`config.mk`:
```
export PLATFORM = sky130hd
export DESIGN_NAME = rv32i_integer_execute_unit
export DESIGN_NICKNAME = d
export VERILOG_FILES = /design/src/rtl/rvex_pkg.sv /design/src/rtl/rvex_regfile.sv /design/src/rtl/rvex_alu.sv /design/src/rtl/rv32i_integer_execute_unit.sv
export SDC_FILE = /design/constraint.sdc
export NUM_CORES = 2
export LEC_CHECK = 0
export BUFFER_PORTS_ARGS = -buffer_cell sky130_fd_sc_hd__buf_4
export CAP_MARGIN = 0
export CORE_ASPECT_RATIO = 0.6
export CORE_MARGIN = 5
export CORE_UTILIZATION = 41
export CTS_CLUSTER_SIZE = 30
export DETAILED_ROUTE_END_ITERATION = 12
export PLACE_DENSITY = 0.55
export SLEW_MARGIN = 15
export SYNTH_ARGS = -nofsm -noshare
export SYNTH_HDL_FRONTEND = slang
export SYNTH_HIERARCHICAL = 1
export SYNTH_SLANG_ARGS = --single-unit
```
`constraint.sdc`:
```
create_clock -name i_clk -period 5.5 [get_ports i_clk]
set_input_delay 1.1 -clock i_clk [delete_from_list [all_inputs] [get_ports i_clk]]
set_output_delay 1.1 -clock i_clk [all_outputs]
set_load 0.1 [all_outputs]
```
`src/rtl/rvex_pkg.sv`:
```
// ----------------------------------------------------------------------------
// rvex_pkg
// Shared types and constants for the RV32I integer execute unit.
// ----------------------------------------------------------------------------
package rvex_pkg;

    localparam int XLEN        = 32;
    localparam int IDX_W       = 5;
    localparam int FUNC_W      = 5;
    localparam int NUM_REGS_DEF = 32;

    localparam logic [XLEN-1:0] LUI_MASK  = 32'hFFFF_F000;
    localparam logic [XLEN-1:0] JALR_MASK = 32'hFFFF_FFFE;
    localparam logic [XLEN-1:0] PC_STEP   = 32'd4;

    // Operation codes.
    localparam logic [FUNC_W-1:0] FN_ADD   = 5'd0;
    localparam logic [FUNC_W-1:0] FN_ADDI  = 5'd1;
    localparam logic [FUNC_W-1:0] FN_SUB   = 5'd2;
    localparam logic [FUNC_W-1:0] FN_LUI   = 5'd3;
    localparam logic [FUNC_W-1:0] FN_XOR   = 5'd4;
    localparam logic [FUNC_W-1:0] FN_XORI  = 5'd5;
    localparam logic [FUNC_W-1:0] FN_OR    = 5'd6;
    localparam logic [FUNC_W-1:0] FN_ORI   = 5'd7;
    localparam logic [FUNC_W-1:0] FN_AND   = 5'd8;
    localparam logic [FUNC_W-1:0] FN_ANDI  = 5'd9;
    localparam logic [FUNC_W-1:0] FN_SLL   = 5'd10;
    localparam logic [FUNC_W-1:0] FN_SRL   = 5'd11;
    localparam logic [FUNC_W-1:0] FN_SRA   = 5'd12;
    localparam logic [FUNC_W-1:0] FN_SLT   = 5'd13;
    localparam logic [FUNC_W-1:0] FN_SLTI  = 5'd14;
    localparam logic [FUNC_W-1:0] FN_SLTU  = 5'd15;
    localparam logic [FUNC_W-1:0] FN_SLTIU = 5'd16;
    localparam logic [FUNC_W-1:0] FN_BEQ   = 5'd17;
    localparam logic [FUNC_W-1:0] FN_BNE   = 5'd18;
    localparam logic [FUNC_W-1:0] FN_BLT   = 5'd19;
    localparam logic [FUNC_W-1:0] FN_BLTU  = 5'd20;
    localparam logic [FUNC_W-1:0] FN_BGE   = 5'd21;
    localparam logic [FUNC_W-1:0] FN_BGEU  = 5'd22;
    localparam logic [FUNC_W-1:0] FN_JAL   = 5'd23;
    localparam logic [FUNC_W-1:0] FN_JALR  = 5'd24;

    typedef struct packed {
        logic [FUNC_W-1:0]       func;
        logic [IDX_W-1:0]        dest_reg;
        logic [IDX_W-1:0]        src1_reg;
        logic [IDX_W-1:0]        src2_reg;
        logic signed [XLEN-1:0]  immediate;
    } t_ex_req;

    typedef struct packed {
        logic [XLEN-1:0] write_value;
        logic            wrote_reg;
        logic            branch_taken;
        logic [XLEN-1:0] new_pc;
    } t_ex_rsp;

endpackage

```
`src/rtl/rvex_regfile.sv`:
```
// ----------------------------------------------------------------------------
// rvex_regfile
// Register file memory: two registered read ports, one write port, and a
// valid bit per entry so that never-written entries read as zero.
// ----------------------------------------------------------------------------
module rvex_regfile #(
    parameter int NUM_REGS = rvex_pkg::NUM_REGS_DEF
) (
    input  logic                                     i_clk,
    input  logic                                     i_rst_n,
    input  logic                                     i_rd_en,
    input  logic [$clog2(NUM_REGS)-1:0]              i_rd_addr1,
    input  logic [$clog2(NUM_REGS)-1:0]              i_rd_addr2,
    output logic [rvex_pkg::XLEN-1:0]                o_rd_data1,
    output logic [rvex_pkg::XLEN-1:0]                o_rd_data2,
    input  logic                                     i_wr_en,
    input  logic [$clog2(NUM_REGS)-1:0]              i_wr_addr,
    input  logic [rvex_pkg::XLEN-1:0]                i_wr_data
);

    localparam int AW    = $clog2(NUM_REGS);
    localparam int DEPTH = 1 << AW;

    logic [rvex_pkg::XLEN-1:0] r_mem [DEPTH];
    logic [DEPTH-1:0]          r_vld;
    logic [rvex_pkg::XLEN-1:0] r_q1;
    logic [rvex_pkg::XLEN-1:0] r_q2;
    logic                      r_v1;
    logic                      r_v2;

    always_ff @(posedge i_clk) begin
        if (i_wr_en) begin
            r_mem[i_wr_addr] <= i_wr_data;
        end
        if (i_rd_en) begin
            r_q1 <= r_mem[i_rd_addr1];
            r_q2 <= r_mem[i_rd_addr2];
        end
    end

    always_ff @(posedge i_clk) begin
        if (!i_rst_n) begin
            r_vld <= '0;
            r_v1  <= 1'b0;
            r_v2  <= 1'b0;
        end else begin
            if (i_wr_en) begin
                r_vld[i_wr_addr] <= 1'b1;
            end
            if (i_rd_en) begin
                r_v1 <= r_vld[i_rd_addr1];
                r_v2 <= r_vld[i_rd_addr2];
            end
        end
    end

    assign o_rd_data1 = r_v1 ? r_q1 : '0;
    assign o_rd_data2 = r_v2 ? r_q2 : '0;

endmodule

```
`src/rtl/rvex_alu.sv`:
```
// ----------------------------------------------------------------------------
// rvex_alu
// Execute logic: ALU result, branch decision, next program counter.
// ----------------------------------------------------------------------------
module rvex_alu #(
    parameter int NUM_REGS = rvex_pkg::NUM_REGS_DEF
) (
    input  rvex_pkg::t_ex_req            i_req,
    input  logic [rvex_pkg::XLEN-1:0]    i_a,
    input  logic [rvex_pkg::XLEN-1:0]    i_b,
    input  logic [rvex_pkg::XLEN-1:0]    i_pc,
    output rvex_pkg::t_ex_rsp            o_rsp
);

    localparam logic [rvex_pkg::IDX_W:0] NREG = (rvex_pkg::IDX_W + 1)'(NUM_REGS);

    logic [rvex_pkg::XLEN-1:0] imm;
    logic [rvex_pkg::XLEN-1:0] link;
    logic [4:0]                shamt;
    logic                      lt_s;
    logic                      lt_u;
    logic                      lti_s;
    logic                      lti_u;
    logic                      dest_ok;
    logic [rvex_pkg::XLEN-1:0] val;
    logic                      writes;
    logic                      taken;
    logic [rvex_pkg::XLEN-1:0] next;

    assign imm   = i_req.immediate;
    assign link  = i_pc + rvex_pkg::PC_STEP;
    assign shamt = i_b[4:0];
    assign lt_s  = $signed(i_a) < $signed(i_b);
    assign lt_u  = i_a < i_b;
    assign lti_s = $signed(i_a) < $signed(imm);
    assign lti_u = i_a < imm;

    assign dest_ok = (i_req.dest_reg != '0) && ({1'b0, i_req.dest_reg} < NREG);

    always_comb begin
        val    = '0;
        writes = 1'b0;
        taken  = 1'b0;
        next   = link;
        case (i_req.func)
            rvex_pkg::FN_ADD:   begin val = i_a + i_b;             writes = 1'b1; end
            rvex_pkg::FN_ADDI:  begin val = i_a + imm;             writes = 1'b1; end
            rvex_pkg::FN_SUB:   begin val = i_a - i_b;             writes = 1'b1; end
            rvex_pkg::FN_LUI:   begin val = imm & rvex_pkg::LUI_MASK; writes = 1'b1; end
            rvex_pkg::FN_XOR:   begin val = i_a ^ i_b;             writes = 1'b1; end
            rvex_pkg::FN_XORI:  begin val = i_a ^ imm;             writes = 1'b1; end
            rvex_pkg::FN_OR:    begin val = i_a | i_b;             writes = 1'b1; end
            rvex_pkg::FN_ORI:   begin val = i_a | imm;             writes = 1'b1; end
            rvex_pkg::FN_AND:   begin val = i_a & i_b;             writes = 1'b1; end
            rvex_pkg::FN_ANDI:  begin val = i_a & imm;             writes = 1'b1; end
            rvex_pkg::FN_SLL:   begin val = i_a << shamt;          writes = 1'b1; end
            rvex_pkg::FN_SRL:   begin val = i_a >> shamt;          writes = 1'b1; end
            rvex_pkg::FN_SRA:   begin val = $unsigned($signed(i_a) >>> shamt); writes = 1'b1; end
            rvex_pkg::FN_SLT:   begin val = {31'd0, lt_s};         writes = 1'b1; end
            rvex_pkg::FN_SLTI:  begin val = {31'd0, lti_s};        writes = 1'b1; end
            rvex_pkg::FN_SLTU:  begin val = {31'd0, lt_u};         writes = 1'b1; end
            rvex_pkg::FN_SLTIU: begin val = {31'd0, lti_u};        writes = 1'b1; end
            rvex_pkg::FN_BEQ:   taken = (i_a == i_b);
            rvex_pkg::FN_BNE:   taken = (i_a != i_b);
            rvex_pkg::FN_BLT:   taken = lt_s;
            rvex_pkg::FN_BLTU:  taken = lt_u;
            rvex_pkg::FN_BGE:   taken = !lt_s;
            rvex_pkg::FN_BGEU:  taken = !lt_u;
            rvex_pkg::FN_JAL: begin
                val    = link;
                writes = 1'b1;
                taken  = 1'b1;
                next   = i_pc + {imm[rvex_pkg::XLEN-2:0], 1'b0};
            end
            rvex_pkg::FN_JALR: begin
                val    = link;
                writes = 1'b1;
                taken  = 1'b1;
                next   = (i_a + imm) & rvex_pkg::JALR_MASK;
            end
            default: ;
        endcase
        // Conditional branches land on PC plus the immediate.
        if (taken && (i_req.func != rvex_pkg::FN_JAL) && (i_req.func != rvex_pkg::FN_JALR)) begin
            next = i_pc + imm;
        end
        if (!(writes && dest_ok)) begin
            writes = 1'b0;
            val    = '0;
        end
    end

    assign o_rsp.write_value  = val;
    assign o_rsp.wrote_reg    = writes;
    assign o_rsp.branch_taken = taken;
    assign o_rsp.new_pc       = next;

endmodule

```
`src/rtl/rv32i_integer_execute_unit.sv`:
```
// ----------------------------------------------------------------------------
// rv32i_integer_execute_unit
// RV32I integer ALU, branch and jump execution with register file and PC.
// ----------------------------------------------------------------------------
// Usage:
// Requests arrive on the input channel (i_in_valid / o_in_ready, payload
// i_in_req) as decoded instructions; one response per request leaves on the
// output channel (o_out_valid / i_out_ready, payload o_out_rsp) in order.
// At the edge that accepts a request, the register file memory is read at
// both source addresses. In the following cycle the operands are available
// and the operation executes; at the edge where the output register is empty
// or being emptied, the result is written back, the PC is updated and the
// response is loaded into the output register, which raises o_out_valid.
// The response is taken at an edge where o_out_valid and i_out_ready are high.
// Throughput is one request per cycle while the receiver does not stall.
// The write of the previous request lands in the memory at the same edge as
// the next read, so that value is forwarded from a bypass register instead.
// Reset clears the PC, the pipeline valids and the valid bit of every
// register entry, so all registers read as zero without a clearing pass.
// When the receiver stalls, the response holds in the output register and
// one more request can be accepted and wait with its operands read.
// ----------------------------------------------------------------------------
module rv32i_integer_execute_unit #(
    parameter int NUM_REGS = rvex_pkg::NUM_REGS_DEF
) (
    input  logic              i_clk,
    input  logic              i_rst_n,
    input  logic              i_in_valid,
    output logic              o_in_ready,
    input  rvex_pkg::t_ex_req i_in_req,
    output logic              o_out_valid,
    input  logic              i_out_ready,
    output rvex_pkg::t_ex_rsp o_out_rsp
);

    localparam int AW = $clog2(NUM_REGS);
    localparam logic [rvex_pkg::IDX_W:0] NREG = (rvex_pkg::IDX_W + 1)'(NUM_REGS);

    logic                        r_s1_valid;
    rvex_pkg::t_ex_req           r_s1_req;
    logic                        r_byp_vld;
    logic [rvex_pkg::IDX_W-1:0]  r_byp_addr;
    logic [rvex_pkg::XLEN-1:0]   r_byp_val;
    logic [rvex_pkg::XLEN-1:0]   r_pc;
    logic                        r_out_valid;
    rvex_pkg::t_ex_rsp           r_out_rsp;

    logic                        in_acc;
    logic                        s1_adv;
    logic                        wr_en;
    logic [rvex_pkg::XLEN-1:0]   rd_data1;
    logic [rvex_pkg::XLEN-1:0]   rd_data2;
    logic                        zero1;
    logic                        zero2;
    logic [rvex_pkg::XLEN-1:0]   opnd_a;
    logic [rvex_pkg::XLEN-1:0]   opnd_b;
    rvex_pkg::t_ex_rsp           res;

    assign s1_adv     = r_s1_valid && (!r_out_valid || i_out_ready);
    assign o_in_ready = !r_s1_valid || s1_adv;
    assign in_acc     = i_in_valid && o_in_ready;
    assign wr_en      = s1_adv && res.wrote_reg;

    rvex_regfile #(
        .NUM_REGS (NUM_REGS)
    ) u_regfile (
        .i_clk      (i_clk),
        .i_rst_n    (i_rst_n),
        .i_rd_en    (in_acc),
        .i_rd_addr1 (i_in_req.src1_reg[AW-1:0]),
        .i_rd_addr2 (i_in_req.src2_reg[AW-1:0]),
        .o_rd_data1 (rd_data1),
        .o_rd_data2 (rd_data2),
        .i_wr_en    (wr_en),
        .i_wr_addr  (r_s1_req.dest_reg[AW-1:0]),
        .i_wr_data  (res.write_value)
    );

    // Register zero and indexes beyond the file read as zero.
    assign zero1 = (r_s1_req.src1_reg == '0) || ({1'b0, r_s1_req.src1_reg} >= NREG);
    assign zero2 = (r_s1_req.src2_reg == '0) || ({1'b0, r_s1_req.src2_reg} >= NREG);

    always_comb begin
        if (zero1) begin
            opnd_a = '0;
        end else if (r_byp_vld && (r_byp_addr == r_s1_req.src1_reg)) begin
            opnd_a = r_byp_val;
        end else begin
            opnd_a = rd_data1;
        end
        if (zero2) begin
            opnd_b = '0;
        end else if (r_byp_vld && (r_byp_addr == r_s1_req.src2_reg)) begin
            opnd_b = r_byp_val;
        end else begin
            opnd_b = rd_data2;
        end
    end

    rvex_alu #(
        .NUM_REGS (NUM_REGS)
    ) u_alu (
        .i_req (r_s1_req),
        .i_a   (opnd_a),
        .i_b   (opnd_b),
        .i_pc  (r_pc),
        .o_rsp (res)
    );

    always_ff @(posedge i_clk) begin
        if (in_acc) begin
            r_s1_req   <= i_in_req;
            r_byp_addr <= r_s1_req.dest_reg;
            r_byp_val  <= res.write_value;
        end
        if (s1_adv) begin
            r_out_rsp <= res;
        end
    end

    always_ff @(posedge i_clk) begin
        if (!i_rst_n) begin
            r_s1_valid  <= 1'b0;
            r_byp_vld   <= 1'b0;
            r_pc        <= '0;
            r_out_valid <= 1'b0;
        end else begin
            if (in_acc) begin
                r_s1_valid <= 1'b1;
                // Remember the write that lands at the same edge as this read.
                r_byp_vld  <= wr_en;
            end else if (s1_adv) begin
                r_s1_valid <= 1'b0;
            end
            if (s1_adv) begin
                r_pc        <= res.new_pc;
                r_out_valid <= 1'b1;
            end else if (i_out_ready) begin
                r_out_valid <= 1'b0;
            end
        end
    end

    assign o_out_valid = r_out_valid;
    assign o_out_rsp   = r_out_rsp;

endmodule

```
Word level (Yosys, flattened, before mapping)
Memories as Yosys holds them, arrays and structs flattened. A register that Yosys moved wholly into a read port is not among the register bits.
Index checks and enable logic that the tools add are counted.
- register bits: 224
- latch bits: 0
- bits in writable memories: 1024
- bits in read-only memories: 0
- output and inout port bits: 68
- memories: 1
- $add $sub $neg: 6
- multiply operators: 0
- div/mod/pow operators: 0
- order comparisons: 8
- eq/ne operators: 30
- shifts and indexed selects: 3
- mux-type cells: 25
- bitwise operators: 7
- reductions and logical operators: 23
- memory list (memory ; depth ; bits a word ; read ports ; clocked after memory_dff ; wr ports ; RTL line ; text):
    u_regfile.r_mem ; 32 ; 32 ; 2 ; 2 ; 1 ; rvex_regfile.sv:24 ; logic [rvex_pkg::XLEN-1:0] r_mem [DEPTH];
- operators with widths (operator ; number):
    $pmux W32 S18 ; 1
    $mux W32 ; 8
    $add A32 B32 Y32 ; 4
    $lt A32 B32 Y1 ; 4
    $or A32 B32 Y32 ; 3
    $and A32 B32 Y32 ; 2
    $pmux W32 S2 ; 1
    $xor A32 B32 Y32 ; 2
    $eq A5 B5 Y1 const B ; 9
    $eq A5 B4 Y1 const B ; 8
    $add A32 B3 Y32 const B ; 1
    $eq A32 B32 Y1 ; 1
    $ne A32 B32 Y1 ; 1
    $shl A32 B5 Y32 ; 1
    $shr A32 B5 Y32 ; 1
    $sshr A32 B5 Y32 ; 1
    $sub A32 B32 Y32 ; 1
    $eq A5 B3 Y1 const B ; 4
    $reduce_or A19 Y1 ; 1
    $lt A5 B6 Y1 const B ; 3
    $logic_not A5 Y1 ; 3
    $mux W1 ; 11
    $bmux W1 S5 ; 2
    $eq A5 B2 Y1 const B ; 2
    other kinds (12) ; 27

Logic depth before layout (Yosys ltp)
- depth after elaboration: 10
- gate-level depth with buffers: 26
- depth with buffers taken out: 19

Hierarchy
The synthesis kept the hierarchy.
- by module, submodules not included (module ; instances ; cells an instance ; area each (µm²) ; seq. area each (µm²)):
    rvex_regfile ; 1 ; 2217 ; 50746.2 ; 33352.0
    rvex_alu ; 1 ; 2631 ; 16977.5 ; 0.0
    rv32i_integer_execute_unit ; 1 ; 554 ; 7224.4 ; 5355.1

Worst setup path before layout
OpenSTA, ideal clock, no wires.
- kind: flip-flop to flip-flop
- start point: reg r_byp_addr[0] (netlist bit)
- end point: reg r_out_rsp (netlist bit o_out_rsp[64]) (data pin)
- setup time: 0.388 ns
- data arrival time: 5.638 ns
- path slack: -0.525 ns
- stages on the path, launching flop included: 22
- buffers on the path: 5
- period minus slack after synthesis: 6.025 ns
- cell sequence: edfxtp_1 > xor2_1 > nor4_4 > and2_1 > buf_2 > o21ai_0 > clkbuf_1 > inv_1 > clkbuf_1 > buf_1 > ha_1 > buf_2 > a21oi_2 > a21oi_1 > or3_4 > a311o_1 > a21oi_2 > o21a_2 > o41ai_1 > mux2_1 > o221a_1 > a21oi_1
- RTL lines (element ; RTL line ; text):
    from (decl) ; rv32i_integer_execute_unit.sv:42 ; logic [rvex_pkg::IDX_W-1:0] r_byp_addr;
    from (signal assigned) ; rv32i_integer_execute_unit.sv:113 ; r_byp_addr <= r_s1_req.dest_reg;
    to (signal assigned) ; rv32i_integer_execute_unit.sv:117 ; r_out_rsp <= res;
    to (decl) ; rv32i_integer_execute_unit.sv:46 ; rvex_pkg::t_ex_rsp r_out_rsp;

Worst setup path in the final report
- start point: reg r_byp_addr[0] (netlist bit)
- end point: mem u_regfile/r_mem[6][14] (netlist bit) (data pin)
- word-level cells in the longest chain between the ends: 7
- RTL lines (element ; RTL line ; text):
    $eq A5 B5 Y1 * ; rv32i_integer_execute_unit.sv:93 ; end else if (r_byp_vld && (r_byp_addr == r_s1_req.src2_reg)) begin
    $logic_and A1 B1 Y1 * ; rv32i_integer_execute_unit.sv:93 ;
    $mux W32 * ; rv32i_integer_execute_unit.sv:93 ;
    $mux W32 * ; rv32i_integer_execute_unit.sv:91 ; if (zero2) begin
    via opnd_b (one bit) ; rv32i_integer_execute_unit.sv:56 ; logic [rvex_pkg::XLEN-1:0] opnd_b;
    $sub A32 B32 Y32, or another cell as far along ; rvex_alu.sv:48 ; rvex_pkg::FN_SUB: begin val = i_a - i_b; writes = 1'b1; end
    $pmux W32 S18 * ; rvex_alu.sv:45 ; case (i_req.func)
    $mux W32 * ; rvex_alu.sv:87 ; if (!(writes && dest_ok)) begin
    to (decl) ; rvex_regfile.sv:24 ;
Mark *: on every way through the listed nets, which the timed path passes. The rest lies on a longest branch.

==> results.md <==
* RSZ-0062 raised after global routing: yes
* Via count at between 50000 and 60000
* Non-filler cells in the finished layout at roughly 8500
* Detailed placement HPWL at between 200000 and 250000 um
* Yosys reg bits at between 1000 and 1500
* Initial antenna violation count at 12
* Cells on worst reg2reg path at 17
* Max H-tree Level at 3
* Total power at 24.7 mW
* Synth Warn # at 6
* Hold path depth at 1
* EDFF count, synth at around 1200
* Failing checks: setup timing
* Largest net degree at the start of global routing at 83
* R2r startpoint: r_byp_addr[0]$_DFFE_PP_
* Crit Path Class: flop to flop
* Max-cap violations at 0
* Crit start category: flop
* Routed WL at slightly above 300000 um
* Max clock buf depth at 3
* CTS Buf Count at 119
* DR WL/cell at 36.1 um
* Min-delay src: i_in_req[24]
* Fin nets at between 6000 and 7000
* Clock Latency Late Sink at 0.80 ns
* Post-layout util at between 40% and 50%
* Setup-failing EPs final at 168
* Mapped Nets at ~5700
* Clock transition at path regs at 0.07 ns
* Setup ws final at -0.164 ns
* Syn avg cell area at 13.9 um2
* Worst IR drop on VDD at 0.287 mV
* Total Neg Setup Slack at -11.53 ns
* Hold Crit Class: primary input to flop
* Total GRT Usage at roughly 31%
* Crit path DAT at 6.18 ns
* Min cycle time layout at 5.66 ns
* Die X at 562 um
* Row count at roughly 120
* I/O pins at between 100 and 150
* Share of layout cells above drive strength 1 at between 30% and 40%
* Total gr overflow at 0
* Dominant synthesized flop cell: edfxtp_1
* DR DRC count at 0
* Final Skew at about 0.071 ns
* Power Density at between 200 and 300 nW/um2
* CTS tree: done
* Initial Util at slightly above 40%
* Max Slew Vio Count at 0
* CP max FO at 40
* Die area at about 190000 um2
* Placeable Area at 182000 um2
* R2R Setup Slk at -0.16 ns
* Post-synthesis cell area at 74900 um2
* Final GP Congestion at between 1 and 1.5
* Hold Vio Cnt, Final at 0
* Via density at approximately 6.7
* DRT antenna net count at 0
* Leak at 30.7 nW
* Slew headroom at 14.7%
* Worst path required time at ~6 ns
* First-pass GRT wire length at 418000 um
* Slew @ Worst Pin at between 1 and 1.5 ns
* Status: finished, violations left
* Hold path endpoint: r_s1_req[24]$_DFFE_PP_
* Sequential share of the synthesized area at about 52%
* Clock sinks at 1312
* Root Driver: clkbuf_16
* Die Height at 341 um
* P&R area growth vs syn at 18.3%
* Fin crit share at 103%
* Iter 0 DRT Violations at between 9000 and 10000
* IO Port Bufs at about 120
* Cell variety after synth at approximately 110
* Drt pass-1 iters at 9
* Critical R2R Capture: u_regfile/r_mem[6][14]$_DFFE_PP_
* Placed Cells at slightly above 8000
* Max Fclk at between 0.15 and 0.2 GHz
* Synth Instances at 5402
* CP endpoint kind: flop
* Ys async rst share at 0%
* Vias in the first global route at 52018
-- timing repair --
item,CTS,global route
gates cloned,2,9
gates resized for setup,16,105
setup endpoints to repair,372,611
pin swaps,4,22
hold buffers,0,0
setup buffers,5,9
-- final cells by class --
type	count	area, um2
fill	15620	92900
tap	2398	3000
timing repair buffer	835	7440
inverter	147	562
clock buffer	154	3140
multi-input combinational	3548	35000
clock inverter	72	774
antenna	13	32.5
sequential	1312	38700
-- sequential cells by signal, summed over array words and instances, names as in the netlist --
signal	cells
u_regfile/r_v2	1
r_s1_req	52
r_s1_valid	1
u_regfile/r_mem	1024
o_out_rsp	66
u_regfile/r_q1	32
r_byp_vld	1
r_byp_val	32
r_pc	32
u_regfile/r_vld	32
u_regfile/r_q2	32
u_regfile/r_v1	1
o_out_valid	1
r_byp_addr	5
-- worst max-delay path by stage --
| stage | depth (start not counted) | start | to | slack (ns) |
|---|---|---|---|---|
| finish | 17 | r_byp_addr[0]$_DFFE_PP_ | u_regfile/r_mem[6][14]$_DFFE_PP_ | -0.16 |
| global route | 23 | r_byp_addr[0]$_DFFE_PP_ | r_byp_val[25]$_DFFE_PP_ | -0.12 |
| CTS | 23 | r_byp_addr[3]$_DFFE_PP_ | u_regfile/r_mem[8][26]$_DFFE_PP_ | 0.003 |
| detailed placement | 20 | r_s1_req[37]$_DFFE_PP_ | u_regfile/r_mem[16][20]$_DFFE_PP_ | -0.30 |
| global placement | 19 | r_byp_addr[3]$_DFFE_PP_ | u_regfile/r_mem[30][30]$_DFFE_PP_ | -0.34 |
| floorplan | 20 | r_byp_addr[4]$_DFFE_PP_ | o_out_rsp[65]$_DFFE_PP_ | 0.004 |
-- where the power goes --
part	internal, mW	total, mW	switching, mW
clock network	4.54	8.52	3.98
registers	11.2	11.4	0.153
logic	1.82	4.73	2.91
total	17.6	24.7	7.05
-- critical path, cell delays in order, from the launching register on --
cell and delay [ns]:
edfxtp_1 0.44, buf_4 0.16, xor2_1 0.17, nor4_4 0.39
and2_4 0.21, buf_12 0.14, buf_4 0.15, o21ai_4 0.10
inv_2 0.10, buf_4 0.57, mux2i_1 0.22, o21ai_1 0.56
o211ai_1 0.26, a22oi_1 0.90, a211o_1 0.20, a221oi_1 0.05
buf_4 0.21, a21oi_2 0.50
-- per-layer routing --
metal  vias to the layer above  GRT usage (%)  wire length, um  share of wire [%]
li1                      22858              -                -                  -
met1                     29340           49.8           137000                 45
met2                      4302           36.8           111000                 36
met3                       359           14.8            51700                 17
met4                         7           4.84             4960                1.6
met5                         -           1.40              620               0.20
-- cell families (layout without fill, tap and decap cells) --
family / after synthesis / after routing / share of synthesized area (%)
and+or+nand+nor: 1188 / 1188 / 7.56
adders and majority gates: 194 / 194 / 3.29
buffers and inverters: 544 / 1208 / 3.09
xor gates and xnor gates: 157 / 157 / 1.83
other: 0 / 13 / 0
muxes: 852 / 852 / 22.6
AOI/OAI and AO/OA: 1155 / 1157 / 10.0
DFF: 1312 / 1312 / 51.6
-- per-stage QoR --
step	hold WS, ns	worst slack (ns)	cell area (um2)
after floorplan	0.457	0.00360	75100
after global placement	0.468	-0.337	83800
after detailed placement	0.475	-0.297	83800
after CTS	0.431	0.00255	87900
after global routing	0.454	-0.118	88600
final	0.484	-0.164	88600
-- Yosys cell counts, types with 51 or more instances --
cell type  count  area [um2]
ha_1         189        2360
mux2_2        89        1000
nor2_1       311        1170
xnor2_1       99         867
clkbuf_1     229         860
mux4_2       662       14900
o21ai_0      238        1190
and2_1        84         526
buf_1         51         191
nand4_1       98         613
inv_1        144         541
buf_2         90         450
nor3_1        64         320
nand3_1       73         365
xor2_1        58         508
o21a_1        55         413
mux2i_1      100        1000
a21oi_1      332        1660
dfxtp_1       69        1380
nand2_1      385        1450
edfxtp_1    1243       37300
-- placed cells by master (no fill, tap or decap), types with 22 or more instances in the layout --
master	n
a21boi_0	36
o21ai_0	205
o221ai_1	25
nor2b_1	22
a221oi_1	28
nand4_1	98
buf_12	75
nor3_1	60
nor2_4	33
clkinv_1	26
o21ai_1	42
xor2_1	57
xnor2_1	99
inv_1	140
clkbuf_16	126
a31oi_1	24
o21a_1	54
clkinv_2	23
and2_1	82
a22oi_1	28
nor2_1	271
buf_4	730
a211oi_1	41
nand2b_1	36
nand2_1	380
mux2i_1	98
edfxtp_1	1243
dfxtp_1	69
o22ai_1	34
mux4_2	662
mux2_2	89
a21oi_1	315
o211ai_1	35
clkbuf_1	32
ha_1	180
a21o_1	35
nand3_1	73
Power figures use the tool's default switching activity.
